--- config.mk ---
export PLATFORM = sky130hd
export DESIGN_NAME = md5_stream_hash_flat
export DESIGN_NICKNAME = d
export VERILOG_FILES = /design/src/md5sh_pkg.sv /design/src/md5sh_if.sv /design/src/md5sh_ram.sv /design/src/md5sh_compress.sv /design/src/md5_stream_hash.sv /design/src/flat_wrapper.sv
export SDC_FILE = /design/constraint.sdc
export NUM_CORES = 2
export LEC_CHECK = 0
export ABC_AREA = 0
export BUFFER_PORTS_ARGS = -buffer_cell sky130_fd_sc_hd__buf_2
export CAP_MARGIN = 5
export CORE_ASPECT_RATIO = 0.7
export CORE_MARGIN = 5
export CORE_UTILIZATION = 42
export CTS_BUF_LIST = sky130_fd_sc_hd__clkbuf_2
export DETAILED_ROUTE_END_ITERATION = 6
export GPL_ROUTABILITY_DRIVEN = 0
export SYNTH_ARGS = -nofsm -noshare
export SYNTH_HDL_FRONTEND = slang
export SYNTH_SLANG_ARGS = --single-unit
--- constraint.sdc ---
create_clock -name clk -period 8 [get_ports clk]
set_input_delay 0.8 -clock clk [delete_from_list [all_inputs] [get_ports clk]]
set_output_delay 0.8 -clock clk [all_outputs]
set_load 0.02 [all_outputs]
--- src/md5sh_pkg.sv ---
`default_nettype none

package md5sh_pkg;

  typedef logic [31:0] word_t;
  typedef logic [3:0][31:0] chain_t;

  // Buffer is kept as sixteen little-endian 32-bit words.
  localparam int BUF_WORDS = 16;
  localparam int BUF_AW    = 4;

  localparam chain_t MD5_IV = {32'h10325476, 32'h98badcfe, 32'hefcdab89, 32'h67452301};

  localparam logic [7:0]        PAD_BYTE      = 8'h80;
  localparam logic [5:0]        BLOCK_LAST    = 6'h3F;
  localparam logic [BUF_AW-1:0] ZERO_LAST_IDX = 4'd13;
  localparam logic [BUF_AW-1:0] LEN_LO_IDX    = 4'd14;
  localparam logic [BUF_AW-1:0] LEN_HI_IDX    = 4'd15;

  typedef struct packed {
    logic start;
    logic reinit;
  } comp_ctrl_t;

  typedef struct packed {
    logic busy;
    logic done;
  } comp_stat_t;

  // Message word index used by step rnd.
  function automatic logic [BUF_AW-1:0] md5_g(input logic [5:0] rnd);
    logic [BUF_AW-1:0] n;
    logic [BUF_AW-1:0] g;
    n = rnd[3:0];
    case (rnd[5:4])
      2'd0:    g = n;
      2'd1:    g = (n << 2) + n + 4'd1;
      2'd2:    g = (n << 1) + n + 4'd5;
      2'd3:    g = (n << 3) - n;
      default: g = n;
    endcase
    return g;
  endfunction

  function automatic logic [4:0] md5_rot(input logic [5:0] rnd);
    logic [4:0] s;
    case ({rnd[5:4], rnd[1:0]})
      4'd0:    s = 5'd7;
      4'd1:    s = 5'd12;
      4'd2:    s = 5'd17;
      4'd3:    s = 5'd22;
      4'd4:    s = 5'd5;
      4'd5:    s = 5'd9;
      4'd6:    s = 5'd14;
      4'd7:    s = 5'd20;
      4'd8:    s = 5'd4;
      4'd9:    s = 5'd11;
      4'd10:   s = 5'd16;
      4'd11:   s = 5'd23;
      4'd12:   s = 5'd6;
      4'd13:   s = 5'd10;
      4'd14:   s = 5'd15;
      4'd15:   s = 5'd21;
      default: s = 5'd7;
    endcase
    return s;
  endfunction

  function automatic word_t md5_k(input logic [5:0] rnd);
    word_t k;
    case (rnd)
      6'd0:  k = 32'hd76aa478;  6'd1:  k = 32'he8c7b756;
      6'd2:  k = 32'h242070db;  6'd3:  k = 32'hc1bdceee;
      6'd4:  k = 32'hf57c0faf;  6'd5:  k = 32'h4787c62a;
      6'd6:  k = 32'ha8304613;  6'd7:  k = 32'hfd469501;
      6'd8:  k = 32'h698098d8;  6'd9:  k = 32'h8b44f7af;
      6'd10: k = 32'hffff5bb1;  6'd11: k = 32'h895cd7be;
      6'd12: k = 32'h6b901122;  6'd13: k = 32'hfd987193;
      6'd14: k = 32'ha679438e;  6'd15: k = 32'h49b40821;
      6'd16: k = 32'hf61e2562;  6'd17: k = 32'hc040b340;
      6'd18: k = 32'h265e5a51;  6'd19: k = 32'he9b6c7aa;
      6'd20: k = 32'hd62f105d;  6'd21: k = 32'h02441453;
      6'd22: k = 32'hd8a1e681;  6'd23: k = 32'he7d3fbc8;
      6'd24: k = 32'h21e1cde6;  6'd25: k = 32'hc33707d6;
      6'd26: k = 32'hf4d50d87;  6'd27: k = 32'h455a14ed;
      6'd28: k = 32'ha9e3e905;  6'd29: k = 32'hfcefa3f8;
      6'd30: k = 32'h676f02d9;  6'd31: k = 32'h8d2a4c8a;
      6'd32: k = 32'hfffa3942;  6'd33: k = 32'h8771f681;
      6'd34: k = 32'h6d9d6122;  6'd35: k = 32'hfde5380c;
      6'd36: k = 32'ha4beea44;  6'd37: k = 32'h4bdecfa9;
      6'd38: k = 32'hf6bb4b60;  6'd39: k = 32'hbebfbc70;
      6'd40: k = 32'h289b7ec6;  6'd41: k = 32'heaa127fa;
      6'd42: k = 32'hd4ef3085;  6'd43: k = 32'h04881d05;
      6'd44: k = 32'hd9d4d039;  6'd45: k = 32'he6db99e5;
      6'd46: k = 32'h1fa27cf8;  6'd47: k = 32'hc4ac5665;
      6'd48: k = 32'hf4292244;  6'd49: k = 32'h432aff97;
      6'd50: k = 32'hab9423a7;  6'd51: k = 32'hfc93a039;
      6'd52: k = 32'h655b59c3;  6'd53: k = 32'h8f0ccc92;
      6'd54: k = 32'hffeff47d;  6'd55: k = 32'h85845dd1;
      6'd56: k = 32'h6fa87e4f;  6'd57: k = 32'hfe2ce6e0;
      6'd58: k = 32'ha3014314;  6'd59: k = 32'h4e0811a1;
      6'd60: k = 32'hf7537e82;  6'd61: k = 32'hbd3af235;
      6'd62: k = 32'h2ad7d2bb;  6'd63: k = 32'heb86d391;
      default: k = 32'hd76aa478;
    endcase
    return k;
  endfunction

endpackage

`default_nettype wire

--- src/md5sh_if.sv ---
`default_nettype none

interface md5sh_in_if;
  logic       valid;
  logic       ready;
  logic [7:0] message_byte;
  logic       byte_present;
  logic       last_byte;

  modport source (output valid, output message_byte, output byte_present,
                  output last_byte, input ready);
  modport sink   (input valid, input message_byte, input byte_present,
                  input last_byte, output ready);
endinterface

interface md5sh_out_if;
  logic        valid;
  logic        ready;
  logic [31:0] digest_word;
  logic [1:0]  word_index;
  logic        last_word;

  modport source (output valid, output digest_word, output word_index,
                  output last_word, input ready);
  modport sink   (input valid, input digest_word, input word_index,
                  input last_word, output ready);
endinterface

`default_nettype wire

--- src/md5sh_ram.sv ---
`default_nettype none

module md5sh_ram #(
  parameter int WIDTH = 32,
  parameter int DEPTH = 16
) (
  input  wire logic                     clk,
  input  wire logic                     we,
  input  wire logic [$clog2(DEPTH)-1:0] waddr,
  input  wire logic [WIDTH-1:0]         wdata,
  input  wire logic [$clog2(DEPTH)-1:0] raddr,
  output logic      [WIDTH-1:0]         rdata
);

  logic [WIDTH-1:0] mem [DEPTH];

  always_ff @(posedge clk) begin
    if (we) begin
      mem[waddr] <= wdata;
    end
    rdata <= mem[raddr];
  end

endmodule

`default_nettype wire

--- src/md5sh_compress.sv ---
`default_nettype none

module md5sh_compress
  import md5sh_pkg::*;
(
  input  wire logic              clk,
  input  wire logic              rst_n,
  input  wire comp_ctrl_t        ctrl,
  output comp_stat_t             stat,
  output logic      [BUF_AW-1:0] ram_raddr,
  input  wire word_t             ram_rdata,
  output chain_t                 chain
);

  typedef enum logic [1:0] {C_IDLE, C_PRIME, C_RUN, C_FIN} cstate_t;

  cstate_t    state_r, state_nxt;
  logic [5:0] rnd_r, rnd_nxt;
  word_t      a_r, b_r, c_r, d_r;
  word_t      a_nxt, b_nxt, c_nxt, d_nxt;
  chain_t     chain_r, chain_nxt;
  logic       done_r, done_nxt;

  word_t       f;
  word_t       t;
  logic [63:0] tt;

  // one MD5 step: F, add a, message word and K, rotate, add b
  always_comb begin
    case (rnd_r[5:4])
      2'd0:    f = (b_r & c_r) | (~b_r & d_r);
      2'd1:    f = (b_r & d_r) | (c_r & ~d_r);
      2'd2:    f = b_r ^ c_r ^ d_r;
      2'd3:    f = c_r ^ (b_r | ~d_r);
      default: f = b_r ^ c_r ^ d_r;
    endcase
    t  = a_r + f + ram_rdata + md5_k(rnd_r);
    tt = {t, t} << md5_rot(rnd_r);
  end

  // word for the next step is addressed now, as the buffer read is registered
  assign ram_raddr = md5_g((state_r == C_RUN) ? (rnd_r + 6'd1) : 6'd0);

  always_comb begin
    state_nxt = state_r;
    rnd_nxt   = rnd_r;
    a_nxt     = a_r;
    b_nxt     = b_r;
    c_nxt     = c_r;
    d_nxt     = d_r;
    chain_nxt = chain_r;
    done_nxt  = 1'b0;
    case (state_r)
      C_IDLE: begin
        if (ctrl.start) begin
          state_nxt = C_PRIME;
        end
      end
      C_PRIME: begin
        a_nxt     = chain_r[0];
        b_nxt     = chain_r[1];
        c_nxt     = chain_r[2];
        d_nxt     = chain_r[3];
        rnd_nxt   = 6'd0;
        state_nxt = C_RUN;
      end
      C_RUN: begin
        a_nxt   = d_r;
        d_nxt   = c_r;
        c_nxt   = b_r;
        b_nxt   = b_r + tt[63:32];
        rnd_nxt = rnd_r + 6'd1;
        if (rnd_r == 6'd63) begin
          state_nxt = C_FIN;
        end
      end
      C_FIN: begin
        chain_nxt[0] = chain_r[0] + a_r;
        chain_nxt[1] = chain_r[1] + b_r;
        chain_nxt[2] = chain_r[2] + c_r;
        chain_nxt[3] = chain_r[3] + d_r;
        done_nxt     = 1'b1;
        state_nxt    = C_IDLE;
      end
      default: state_nxt = C_IDLE;
    endcase
    if (ctrl.reinit) begin
      chain_nxt = MD5_IV;
    end
  end

  always_ff @(posedge clk) begin
    if (!rst_n) begin
      state_r <= C_IDLE;
      rnd_r   <= 6'd0;
      chain_r <= MD5_IV;
      done_r  <= 1'b0;
    end else begin
      state_r <= state_nxt;
      rnd_r   <= rnd_nxt;
      chain_r <= chain_nxt;
      done_r  <= done_nxt;
    end
    a_r <= a_nxt;
    b_r <= b_nxt;
    c_r <= c_nxt;
    d_r <= d_nxt;
  end

  assign stat  = comp_stat_t'{busy: (state_r != C_IDLE), done: done_r};
  assign chain = chain_r;

endmodule

`default_nettype wire

--- src/md5_stream_hash.sv ---
// md5_stream_hash: streaming MD5 digest, one message byte per input transaction.
// Bytes go into the buffer one per cycle while in_ch.ready is high; then each full
// 64-byte block is compressed, one MD5 step per cycle on the shared step unit.
// After the last transaction come the padding writes, then one or two compressions;
// the four digest words then follow one per cycle while out_ch.ready is high.
// Reset (synchronous, rst_n low): chaining words to the MD5 IV, byte count to zero.
`default_nettype none

module md5_stream_hash
  import md5sh_pkg::*;
(
  input wire logic    clk,
  input wire logic    rst_n,
  md5sh_in_if.sink    in_ch,
  md5sh_out_if.source out_ch
);

  typedef enum logic [2:0] {
    ST_IN,      // taking message bytes
    ST_PAD,     // write word holding the 0x80 pad byte
    ST_ZERO,    // zero fill words
    ST_LEN_LO,  // bit length, low word
    ST_LEN_HI,  // bit length, high word
    ST_COMP,    // waiting on the compressor
    ST_OUT      // digest words out
  } state_t;

  state_t            state_r, state_nxt;
  state_t            after_r, after_nxt;   // where to go once compression is done
  logic [60:0]       count_r, count_nxt;   // message byte count, wraps mod 2^61
  logic [23:0]       wbuf_r, wbuf_nxt;     // low bytes of the word being assembled
  logic [BUF_AW-1:0] zptr_r, zptr_nxt;
  logic [1:0]        oidx_r, oidx_nxt;

  logic [5:0]        pos;
  logic              ram_we;
  logic [BUF_AW-1:0] ram_waddr;
  word_t             ram_wdata;
  logic [BUF_AW-1:0] ram_raddr;
  word_t             ram_rdata;
  comp_ctrl_t        ctrl;
  comp_stat_t        stat;
  chain_t            chain;

  assign pos = count_r[5:0];

  md5sh_ram #(
    .WIDTH(32),
    .DEPTH(BUF_WORDS)
  ) u_buf (
    .clk  (clk),
    .we   (ram_we),
    .waddr(ram_waddr),
    .wdata(ram_wdata),
    .raddr(ram_raddr),
    .rdata(ram_rdata)
  );

  md5sh_compress u_comp (
    .clk      (clk),
    .rst_n    (rst_n),
    .ctrl     (ctrl),
    .stat     (stat),
    .ram_raddr(ram_raddr),
    .ram_rdata(ram_rdata),
    .chain    (chain)
  );

  always_comb begin
    state_nxt   = state_r;
    after_nxt   = after_r;
    count_nxt   = count_r;
    wbuf_nxt    = wbuf_r;
    zptr_nxt    = zptr_r;
    oidx_nxt    = oidx_r;
    ram_we      = 1'b0;
    ram_waddr   = pos[5:2];
    ram_wdata   = '0;
    ctrl.start  = 1'b0;
    ctrl.reinit = 1'b0;
    case (state_r)
      ST_IN: begin
        if (in_ch.valid) begin
          if (in_ch.byte_present) begin
            count_nxt = count_r + 61'd1;
            // bytes land little-endian; the fourth one completes the word
            case (pos[1:0])
              2'd0: wbuf_nxt[7:0]   = in_ch.message_byte;
              2'd1: wbuf_nxt[15:8]  = in_ch.message_byte;
              2'd2: wbuf_nxt[23:16] = in_ch.message_byte;
              2'd3: begin
                ram_we    = 1'b1;
                ram_wdata = {in_ch.message_byte, wbuf_r};
              end
              default: wbuf_nxt = wbuf_r;
            endcase
          end
          if (in_ch.byte_present && (pos == BLOCK_LAST)) begin
            ctrl.start = 1'b1;
            state_nxt  = ST_COMP;
            after_nxt  = in_ch.last_byte ? ST_PAD : ST_IN;
          end else if (in_ch.last_byte) begin
            state_nxt = ST_PAD;
          end
        end
      end
      ST_PAD: begin
        ram_we = 1'b1;
        case (pos[1:0])
          2'd0:    ram_wdata = {24'h0, PAD_BYTE};
          2'd1:    ram_wdata = {16'h0, PAD_BYTE, wbuf_r[7:0]};
          2'd2:    ram_wdata = {8'h0, PAD_BYTE, wbuf_r[15:0]};
          2'd3:    ram_wdata = {PAD_BYTE, wbuf_r};
          default: ram_wdata = '0;
        endcase
        zptr_nxt = pos[5:2] + 4'd1;
        if (pos[5:2] == ZERO_LAST_IDX) begin
          state_nxt = ST_LEN_LO;
        end else if (pos[5:2] == LEN_HI_IDX) begin
          // no room for the length: close this block, zero fill the next
          ctrl.start = 1'b1;
          state_nxt  = ST_COMP;
          after_nxt  = ST_ZERO;
        end else begin
          state_nxt = ST_ZERO;
        end
      end
      ST_ZERO: begin
        ram_we    = 1'b1;
        ram_waddr = zptr_r;
        zptr_nxt  = zptr_r + 4'd1;   // wraps to word 0 after a spill block
        if (zptr_r == ZERO_LAST_IDX) begin
          state_nxt = ST_LEN_LO;
        end else if (zptr_r == LEN_HI_IDX) begin
          ctrl.start = 1'b1;
          state_nxt  = ST_COMP;
          after_nxt  = ST_ZERO;
        end
      end
      ST_LEN_LO: begin
        ram_we    = 1'b1;
        ram_waddr = LEN_LO_IDX;
        ram_wdata = {count_r[28:0], 3'b000};
        state_nxt = ST_LEN_HI;
      end
      ST_LEN_HI: begin
        ram_we     = 1'b1;
        ram_waddr  = LEN_HI_IDX;
        ram_wdata  = count_r[60:29];
        ctrl.start = 1'b1;
        oidx_nxt   = 2'd0;
        state_nxt  = ST_COMP;
        after_nxt  = ST_OUT;
      end
      ST_COMP: begin
        if (stat.done) begin
          state_nxt = after_r;
        end
      end
      ST_OUT: begin
        if (out_ch.ready) begin
          oidx_nxt = oidx_r + 2'd1;
          if (oidx_r == 2'd3) begin
            // back to the IV for the next message
            ctrl.reinit = 1'b1;
            count_nxt   = '0;
            state_nxt   = ST_IN;
          end
        end
      end
      default: state_nxt = ST_IN;
    endcase
  end

  always_ff @(posedge clk) begin
    if (!rst_n) begin
      state_r <= ST_IN;
      after_r <= ST_IN;
      count_r <= '0;
      zptr_r  <= '0;
      oidx_r  <= '0;
    end else begin
      state_r <= state_nxt;
      after_r <= after_nxt;
      count_r <= count_nxt;
      zptr_r  <= zptr_nxt;
      oidx_r  <= oidx_nxt;
    end
    wbuf_r <= wbuf_nxt;
  end

  assign in_ch.ready        = (state_r == ST_IN);
  assign out_ch.valid       = (state_r == ST_OUT);
  assign out_ch.digest_word = chain[oidx_r];
  assign out_ch.word_index  = oidx_r;
  assign out_ch.last_word   = (oidx_r == 2'd3);

`ifndef SYNTHESIS
  a_start_idle: assert property (@(posedge clk) disable iff (!rst_n)
    ctrl.start |-> !stat.busy)
    else $error("compression started while compressor busy");

  a_no_write_busy: assert property (@(posedge clk) disable iff (!rst_n)
    stat.busy |-> !ram_we)
    else $error("buffer written during compression");

  a_done_in_comp: assert property (@(posedge clk) disable iff (!rst_n)
    stat.done |-> (state_r == ST_COMP))
    else $error("compression done outside wait state");

  a_restart: assert property (@(posedge clk) disable iff (!rst_n)
    (out_ch.valid && out_ch.ready && out_ch.last_word) |=>
      (count_r == '0) && (chain == MD5_IV))
    else $error("no restart after final digest word");
`endif

endmodule

`default_nettype wire

--- src/flat_wrapper.sv ---
// flat-port wrapper written by rule: the top's interface ports become plain ports
module md5_stream_hash_flat import md5sh_pkg::*;
  (clk, rst_n, in_ch_valid, in_ch_message_byte, in_ch_byte_present, in_ch_last_byte, in_ch_ready, out_ch_valid, out_ch_digest_word, out_ch_word_index, out_ch_last_word, out_ch_ready);
  md5sh_in_if in_ch_i ();
  md5sh_out_if out_ch_i ();
  input wire logic clk;
  input wire logic rst_n;
  input wire logic [$bits(in_ch_i.valid)-1:0] in_ch_valid;
  input wire logic [$bits(in_ch_i.message_byte)-1:0] in_ch_message_byte;
  input wire logic [$bits(in_ch_i.byte_present)-1:0] in_ch_byte_present;
  input wire logic [$bits(in_ch_i.last_byte)-1:0] in_ch_last_byte;
  output wire logic [$bits(in_ch_i.ready)-1:0] in_ch_ready;
  output wire logic [$bits(out_ch_i.valid)-1:0] out_ch_valid;
  output wire logic [$bits(out_ch_i.digest_word)-1:0] out_ch_digest_word;
  output wire logic [$bits(out_ch_i.word_index)-1:0] out_ch_word_index;
  output wire logic [$bits(out_ch_i.last_word)-1:0] out_ch_last_word;
  input wire logic [$bits(out_ch_i.ready)-1:0] out_ch_ready;
  assign in_ch_i.valid = in_ch_valid;
  assign in_ch_i.message_byte = in_ch_message_byte;
  assign in_ch_i.byte_present = in_ch_byte_present;
  assign in_ch_i.last_byte = in_ch_last_byte;
  assign in_ch_ready = in_ch_i.ready;
  assign out_ch_valid = out_ch_i.valid;
  assign out_ch_digest_word = out_ch_i.digest_word;
  assign out_ch_word_index = out_ch_i.word_index;
  assign out_ch_last_word = out_ch_i.last_word;
  assign out_ch_i.ready = out_ch_ready;
  md5_stream_hash u_core (.clk(clk), .rst_n(rst_n), .in_ch(in_ch_i), .out_ch(out_ch_i));
endmodule
After elaboration in Yosys (flattened, before gate mapping)

Memory sizes are Yosys's and may differ from the RTL's. A register that Yosys moved wholly into a read port is not among the register bits.
Index checks and enable logic that the tools add are counted.

Register bits after elaboration: 362
Bits in writable memories: 512
ROM bits: 2,128
Input port bits: 14
Word-level logic and storage cells: 182
Memories: 3

Memory list:

| name             | words | bits a word | read ports | clocked after Yosys merged registers in | write ports | line            | text |
|---|---|---|---|---|---|---|---|
| (name not given) | 64    | 32          | 1          | 1                                       | 0           | md5sh_pkg.sv:71 | `case (rnd)` |
| u_core.u_buf.mem | 16    | 32          | 1          | 1                                       | 1           | md5sh_ram.sv:15 | `logic [WIDTH-1:0] mem [DEPTH];` |
| (name not given) | 16    | 5           | 1          | 1                                       | 0           | md5sh_pkg.sv:47 | `case ({rnd[5:4], rnd[1:0]})` |

Add/sub/neg operators: 18
Order comparisons: 1
Eq/ne operators: 39
Shifts and indexed selects: 1
Multiplexer cells: 67
Bitwise operators: 13
Reductions and logical operators: 21

Operators with widths:

| cell                                                                    | count |
|---|---|
| 32-bit case mux with 4 select lines                                     | 3 |
| 32-bit adder                                                            | 8 |
| 32-bit case mux with 2 select lines                                     | 4 |
| 61-bit 2-to-1 mux                                                       | 4 |
| 32-bit AND                                                              | 4 |
| 32-bit 2-to-1 mux                                                       | 4 |
| 61-bit case mux with 2 select lines                                     | 1 |
| 32-bit bitwise OR                                                       | 3 |
| 32-bit XOR                                                              | 3 |
| 32-bit binary-select mux with 2-bit select                              | 1 |
| 32-bit inverter                                                         | 2 |
| 64-bit by 5-bit left shift with 64-bit output                           | 1 |
| 61-bit by 1-bit adder with 61-bit output, second input constant         | 1 |
| 3-bit 2-to-1 mux                                                        | 16 |
| 3-bit case mux with 7 select lines                                      | 1 |
| 2-bit == test, second input constant                                    | 9 |
| 6-bit 2-to-1 mux                                                        | 3 |
| 4-bit == test, second input constant                                    | 4 |
| 1-bit 2-to-1 mux                                                        | 16 |
| 4-bit case mux with 4 select lines                                      | 1 |
| 2-bit by 1-bit inequality test with 1-bit output, second input constant | 7 |
| 4-bit by 1-bit adder with 4-bit output, second input constant           | 3 |
| 6-bit == test, second input constant                                    | 2 |
| 3-bit case mux with 4 select lines                                      | 1 |
| 35 further kinds                                                        | 58 |

Longest topological paths before layout

Word-level depth: 10
Depth in mapped cells: 36
Gate-level depth less buffers: 36

Cells and area by module

A second synthesis with hierarchy kept.

Cell total of the unflattened synthesis: 5,066
Area, all modules: 55,218.0 um^2

By module, submodules not included:

| module          | times used | cells each | area an instance (um^2) | seq. area each (um^2) |
|---|---|---|---|---|
| md5sh_compress  | 1          | 3,582      | 29,341.9                | 7,327.0 |
| md5sh_ram       | 1          | 838        | 19,835.3                | 16,015.4 |
| md5_stream_hash | 1          | 646        | 6,040.8                 | 2,182.1 |

Worst setup path before layout

OpenSTA, ideal clock, no wires.

Kind: register to register
Start: reg u_core.u_comp.rnd_r[5]
End: reg u_core.u_comp.b_r[31] (data pin)
Setup time: 0.264 ns
Data arrival time: 8.403 ns
Slack: -0.667 ns
Stages on the path, launching flop included: 34
Cells stage by stage: dfxtp_1 -> clkbuf_1 -> clkbuf_1 -> buf_1 -> nand3_1 -> o2111ai_1 -> nand2_1 -> fa_1 -> inv_1 -> fa_1 -> inv_1 -> ha_1 -> fa_1 -> a211oi_1 -> o21ai_2 -> and2_1 -> a221oi_2 -> o21ai_1 -> xor2_1 -> mux4_2 -> mux2_2 -> mux4_1 -> ha_1 -> and3_1 -> o21ai_0 -> nand4b_1 -> o21ai_0 -> a21oi_1 -> a21oi_1 -> a21o_1 -> mux2_2 -> a2111oi_0 -> a2111o_1 -> nand4_1

Word-level cells in the longest chain between the ends: 8
Elaborated cells on any way between the ends: 11
Classes of those cells: add/sub: 4; eq/ne: 3; shift: 1; mux: 2; reduce/logical: 1

RTL lines:

| what                                            | line                  | text |
|---|---|---|
| start, declared                                 | md5sh_compress.sv:18  | `logic [5:0] rnd_r, rnd_nxt;` |
| start signal, assigned                          | md5sh_compress.sv:100 | `rnd_r <= rnd_nxt;` |
| 2-bit == test, or another cell as far along     | md5sh_compress.sv:30  | `case (rnd_r[5:4])` |
| 32-bit case mux with 4 select lines *           | md5sh_compress.sv:30  |  |
| 32-bit adder * (3 in series)                    | md5sh_compress.sv:37  | `t = a_r + f + ram_rdata + md5_k(rnd_r);` |
| 64-bit by 5-bit left shift with 64-bit output * | md5sh_compress.sv:38  | `tt = {t, t} << md5_rot(rnd_r);` |
| 32-bit adder *                                  | md5sh_compress.sv:71  | `b_nxt = b_r + tt[63:32];` |
| 32-bit case mux with 2 select lines *           | md5sh_compress.sv:53  | `case (state_r)` |
| net u_core.u_comp.b_nxt[31]                     | md5sh_compress.sv:20  | `word_t a_nxt, b_nxt, c_nxt, d_nxt;` |
| end signal, assigned                            | md5sh_compress.sv:105 | `b_r <= b_nxt;` |
| end, declared                                   | md5sh_compress.sv:19  | `word_t a_r, b_r, c_r, d_r;` |

The timed path passes the listed nets; every way through them passes the cells marked *.
A chain may end at the register's enable or synchronous reset.

Worst setup path after layout

Start: reg u_core.u_comp.c_r[16]
End: reg u_core.u_comp.b_r[31] (data pin)

Word-level cells in the longest chain between the ends: 9
Elaborated cells on any way between the ends: 14
Classes of those cells: add/sub: 4; shift: 1; mux: 2; bitwise: 7

RTL lines:

| what                                                   | line                  | text |
|---|---|---|
| start, declared                                        | md5sh_compress.sv:19  |  |
| start signal, assigned                                 | md5sh_compress.sv:106 | `c_r <= c_nxt;` |
| 32-bit XOR, or another cell as far along (2 in series) | -                     |  |
| 32-bit case mux with 4 select lines *                  | md5sh_compress.sv:30  |  |
| 32-bit adder * (3 in series)                           | md5sh_compress.sv:37  |  |
| 64-bit by 5-bit left shift with 64-bit output *        | md5sh_compress.sv:38  |  |
| 32-bit adder *                                         | md5sh_compress.sv:71  |  |
| 32-bit case mux with 2 select lines *                  | md5sh_compress.sv:53  |  |
| net u_core.u_comp.b_nxt[31]                            | md5sh_compress.sv:20  |  |

Marked as above.

==> impl_metrics.yaml <==
hold_path:
  hold_class: "primary input to register"
  hold_path_startpoint: "in_ch_byte_present"
global_route:
  grt-ovfl-total: 0
  antenna_found_initial: 8
  grt_max_degree: 120
  grt_pass1_vias: 42600
  grt_first_pass_wirelength_microns: 264000
  grt_util_all_layers_pct: 24.5
clocking:
  cts.clk_slew.worst_paths_ps: 110
  cts-htree-levels: 4
  cts_tree: "done"
  cts_buffers: 230
  clk_path_buf_depth: 3
  cts-root-buf: "clkbuf_2"
  insertion_delay_ps: 1740
  cts_sinks: 943
place:
  place_area_sq_um: 60500
  port_buffers: 50
  place_hpwl_microns: 120000
timing:
  fin_worst_skew_ps: 170
  slew_headroom_pct: 2.49
  worst_slack_ps: -77.7
  hold_viol_final: 0
  slew_violations: 0
  period_share_pct: 101
  worst_slew_pin_slew_ps: 1450
  setup_viol: 4
  layout_min_cycle_time_ps: 8080
  tns_ps: -282
  timing.fmax_ghz: 0.124
  grt_setup_unrepaired: "yes"
detailed_routing:
  dr.pass1.iters: 7
  wl_microns: 177000
  viasPerCell: 5.86
  first_iter_violations: 5526
  vias: 45500
  wl_per_cell_microns: 22.8
  drtAntennaViolNets: 0
  drc: 3
synth:
  synthDistinctLibCells: 107
  synth_area_leaders: "edfxtp_1 (36%), dfxtp_1 (10%), ha_1 (5.7%)"
  syn_area_sq_um: 55800
  synth_ff_type: "edfxtp_1"
  synth_area_per_cell_sq_um: 10.5
  syn_nets: 5628
  yosysTopAreaCellShare_pct: 35.7
  async_flop_share_pct: 0
  synth_cells: 5294
  yosys_warnings: 0
  synth_seq_area_share_pct: 45.8
  synth_area_leader_cell: "edfxtp_1"
  synth_edf_count: 664
  ys_ff_latch: 943
setup_path:
  cpPeakStageDelay_ps: 490
  crit_arrival_ps: 9560
  cp_slowest_cell: "mux4_2"
  crit_type: "register to register"
  endpoint_kind: "register"
  crit_start: "u_core.u_comp.c_r[16]"
  r2r-start: "u_core.u_comp.c_r[16]"
  cp-start-kind: "register"
  required_ps: 9480
  ff2ff_setup_slack_ps: -80
  path_max_fanout: 5
  path_common_cell: "buf_4"
power:
  ir_drop_uv: 208
  p_leak_nw: 26.5
  power_density_nw_per_um2: 237
floorplanning:
  rows: 111
  die_w_microns: 446
  core-area_sq_um: 131000
  initial_core_util_pct: 42.5
  die_y_microns: 315
  die_area_sq_um: 140000
  io_pins: 51
layout:
  num-fill-cells: 12100
  drive_above_1_share_pct: 23.0
  areaGrowthSynthToFinish_pct: 15.4
  postLayoutCellArea_sq_um: 64400
  finalCoreUtilization_pct: 49.0
  fin_nets: 6120
run_status:
  status: "complete, but fails checks"
  violations: "DRC, setup timing"
job:
  maxCapViolCount: 0
==> worst max-delay path: cells and delay by family, from the launching register on <==
| family | cells | cell delay [ps] |
|---|---|---|
| xor+xnor | 1 | 130 |
| compound gates | 15 | 3030 |
| buf+inv | 5 | 690 |
| flops | 1 | 420 |
| mux | 4 | 1260 |
| simple gates | 4 | 610 |
| fa+ha+maj | 5 | 1670 |
==> synth_stat cells, types with 42 or more instances <==
master    number
mux2i_1      218
a211oi_1     144
a31oi_1       72
fa_1          68
o21ai_0      274
nand3_1      134
ha_1         252
nor3_1        67
a21o_1        69
nand2_1      502
edfxtp_1     664
clkbuf_1     230
nand2b_1      64
inv_1        267
mux4_2        88
xor2_1        93
and3_1       103
a21oi_1      319
xnor2_1      136
o211ai_1      42
mux2_2       139
nor2_1       401
dfxtp_1      279
==> registers in the layout, summed over array words and instances (netlist names), named ones only <==
register	flops
u_core.after_r	3
u_core.count_r	61
u_core.out_ch.word_index	2
u_core.state_r	3
u_core.u_buf.mem	512
u_core.u_buf.rdata	32
u_core.u_comp.a_r	32
u_core.u_comp.b_r	32
u_core.u_comp.c_r	32
u_core.u_comp.chain	128
u_core.u_comp.d_r	32
u_core.u_comp.done_r	1
u_core.u_comp.rnd_r	6
u_core.u_comp.state_r	2
u_core.wbuf_r	24
u_core.zptr_r	4
==> through the flow <==
step                std cells  hold slack, ps  setup slack, ps  total power, mW
floorplan                5294             432             6.19             8.66
global placement         7223             444             -624             11.0
detailed placement       7223             451             -732             11.1
CTS                      7719            7.79            0.302             14.9
global route             7748             146             -364             16.1
finish                   7752             275            -77.7             15.3
==> kinds of logic after synthesis <==
logic type      Yosys count  synth area share, %
xor+xnor                231                 3.65
mux                     452                 10.5
buf+inv                 572                 4.07
compound gates         1316                 15.8
fa+ha+maj               322                 8.13
flops                   943                 45.8
simple gates           1458                 12.1
==> where the power goes <==
group	switching (mW)	total [mW]	leakage (nW)	internal (mW)
clock	2.13	3.42	1.73	1.29
combinational	3.36	6.39	15.9	3.03
sequential	0.101	5.47	8.85	5.37
total	5.60	15.3	26.5	9.69
==> worst paths after layout <==
check,to,cells after the start
worst max-delay path,u_core.u_comp.b_r[31],34
worst min-delay path,u_core.count_r[0],5
worst max register to register,u_core.u_comp.b_r[31],34
worst min register to register,u_core.after_r[2],2
==> layer usage <==
metal  GRT usage [%]  part of all wire [%]  vias up
met1            37.5                    47    22100
met4            6.05                   1.9        2
met3            6.14                    10      288
met5               0                 0.011        -
met2            34.4                    41     2095
li1                -                     -    20900
==> what timing repair did <==
action	4_1_cts	5_1_grt
resized for setup	63	111
pin swaps	46	72
hold buffers	28	0
endpoints found under the setup margin	9	19
endpoints found under the hold margin	310	0
setup buffers	30	25
==> area by class of cell <==
type | instances | area [sq um] | share of cell area, %
diodes | 9 | 22.5 | 0.0350
clock buffers | 372 | 1860 | 2.89
clock inverters | 66 | 389 | 0.605
inverters | 273 | 1020 | 1.59
multi-input cells | 3779 | 29100 | 45.2
flip-flops and latches | 943 | 25500 | 39.7
well taps | 1751 | 2190 | 3.40
repair buffers | 559 | 4270 | 6.63
==> placed cells by master, fill, tap and decap left out, types with 32 or more instances in the layout <==
cell,instances
mux2i_1,207
nand3_1,132
o21ai_0,255
dfxtp_1,275
nand2_1,492
a31oi_1,66
or3_1,40
ha_1,225
a211oi_1,139
buf_2,50
nor3_1,64
buf_4,469
nand2b_1,56
nor2_1,384
edfxtp_1,664
o2111ai_1,32
mux2_2,135
a21o_1,69
o211ai_1,42
fa_1,65
a221o_1,33
xnor2_1,130
clkbuf_2,372
inv_1,256
xor2_1,91
and3_1,101
clkinv_1,48
mux4_2,90
a21oi_1,301
a311oi_1,41
No activity file was read; power rests on OpenSTA's default activity.
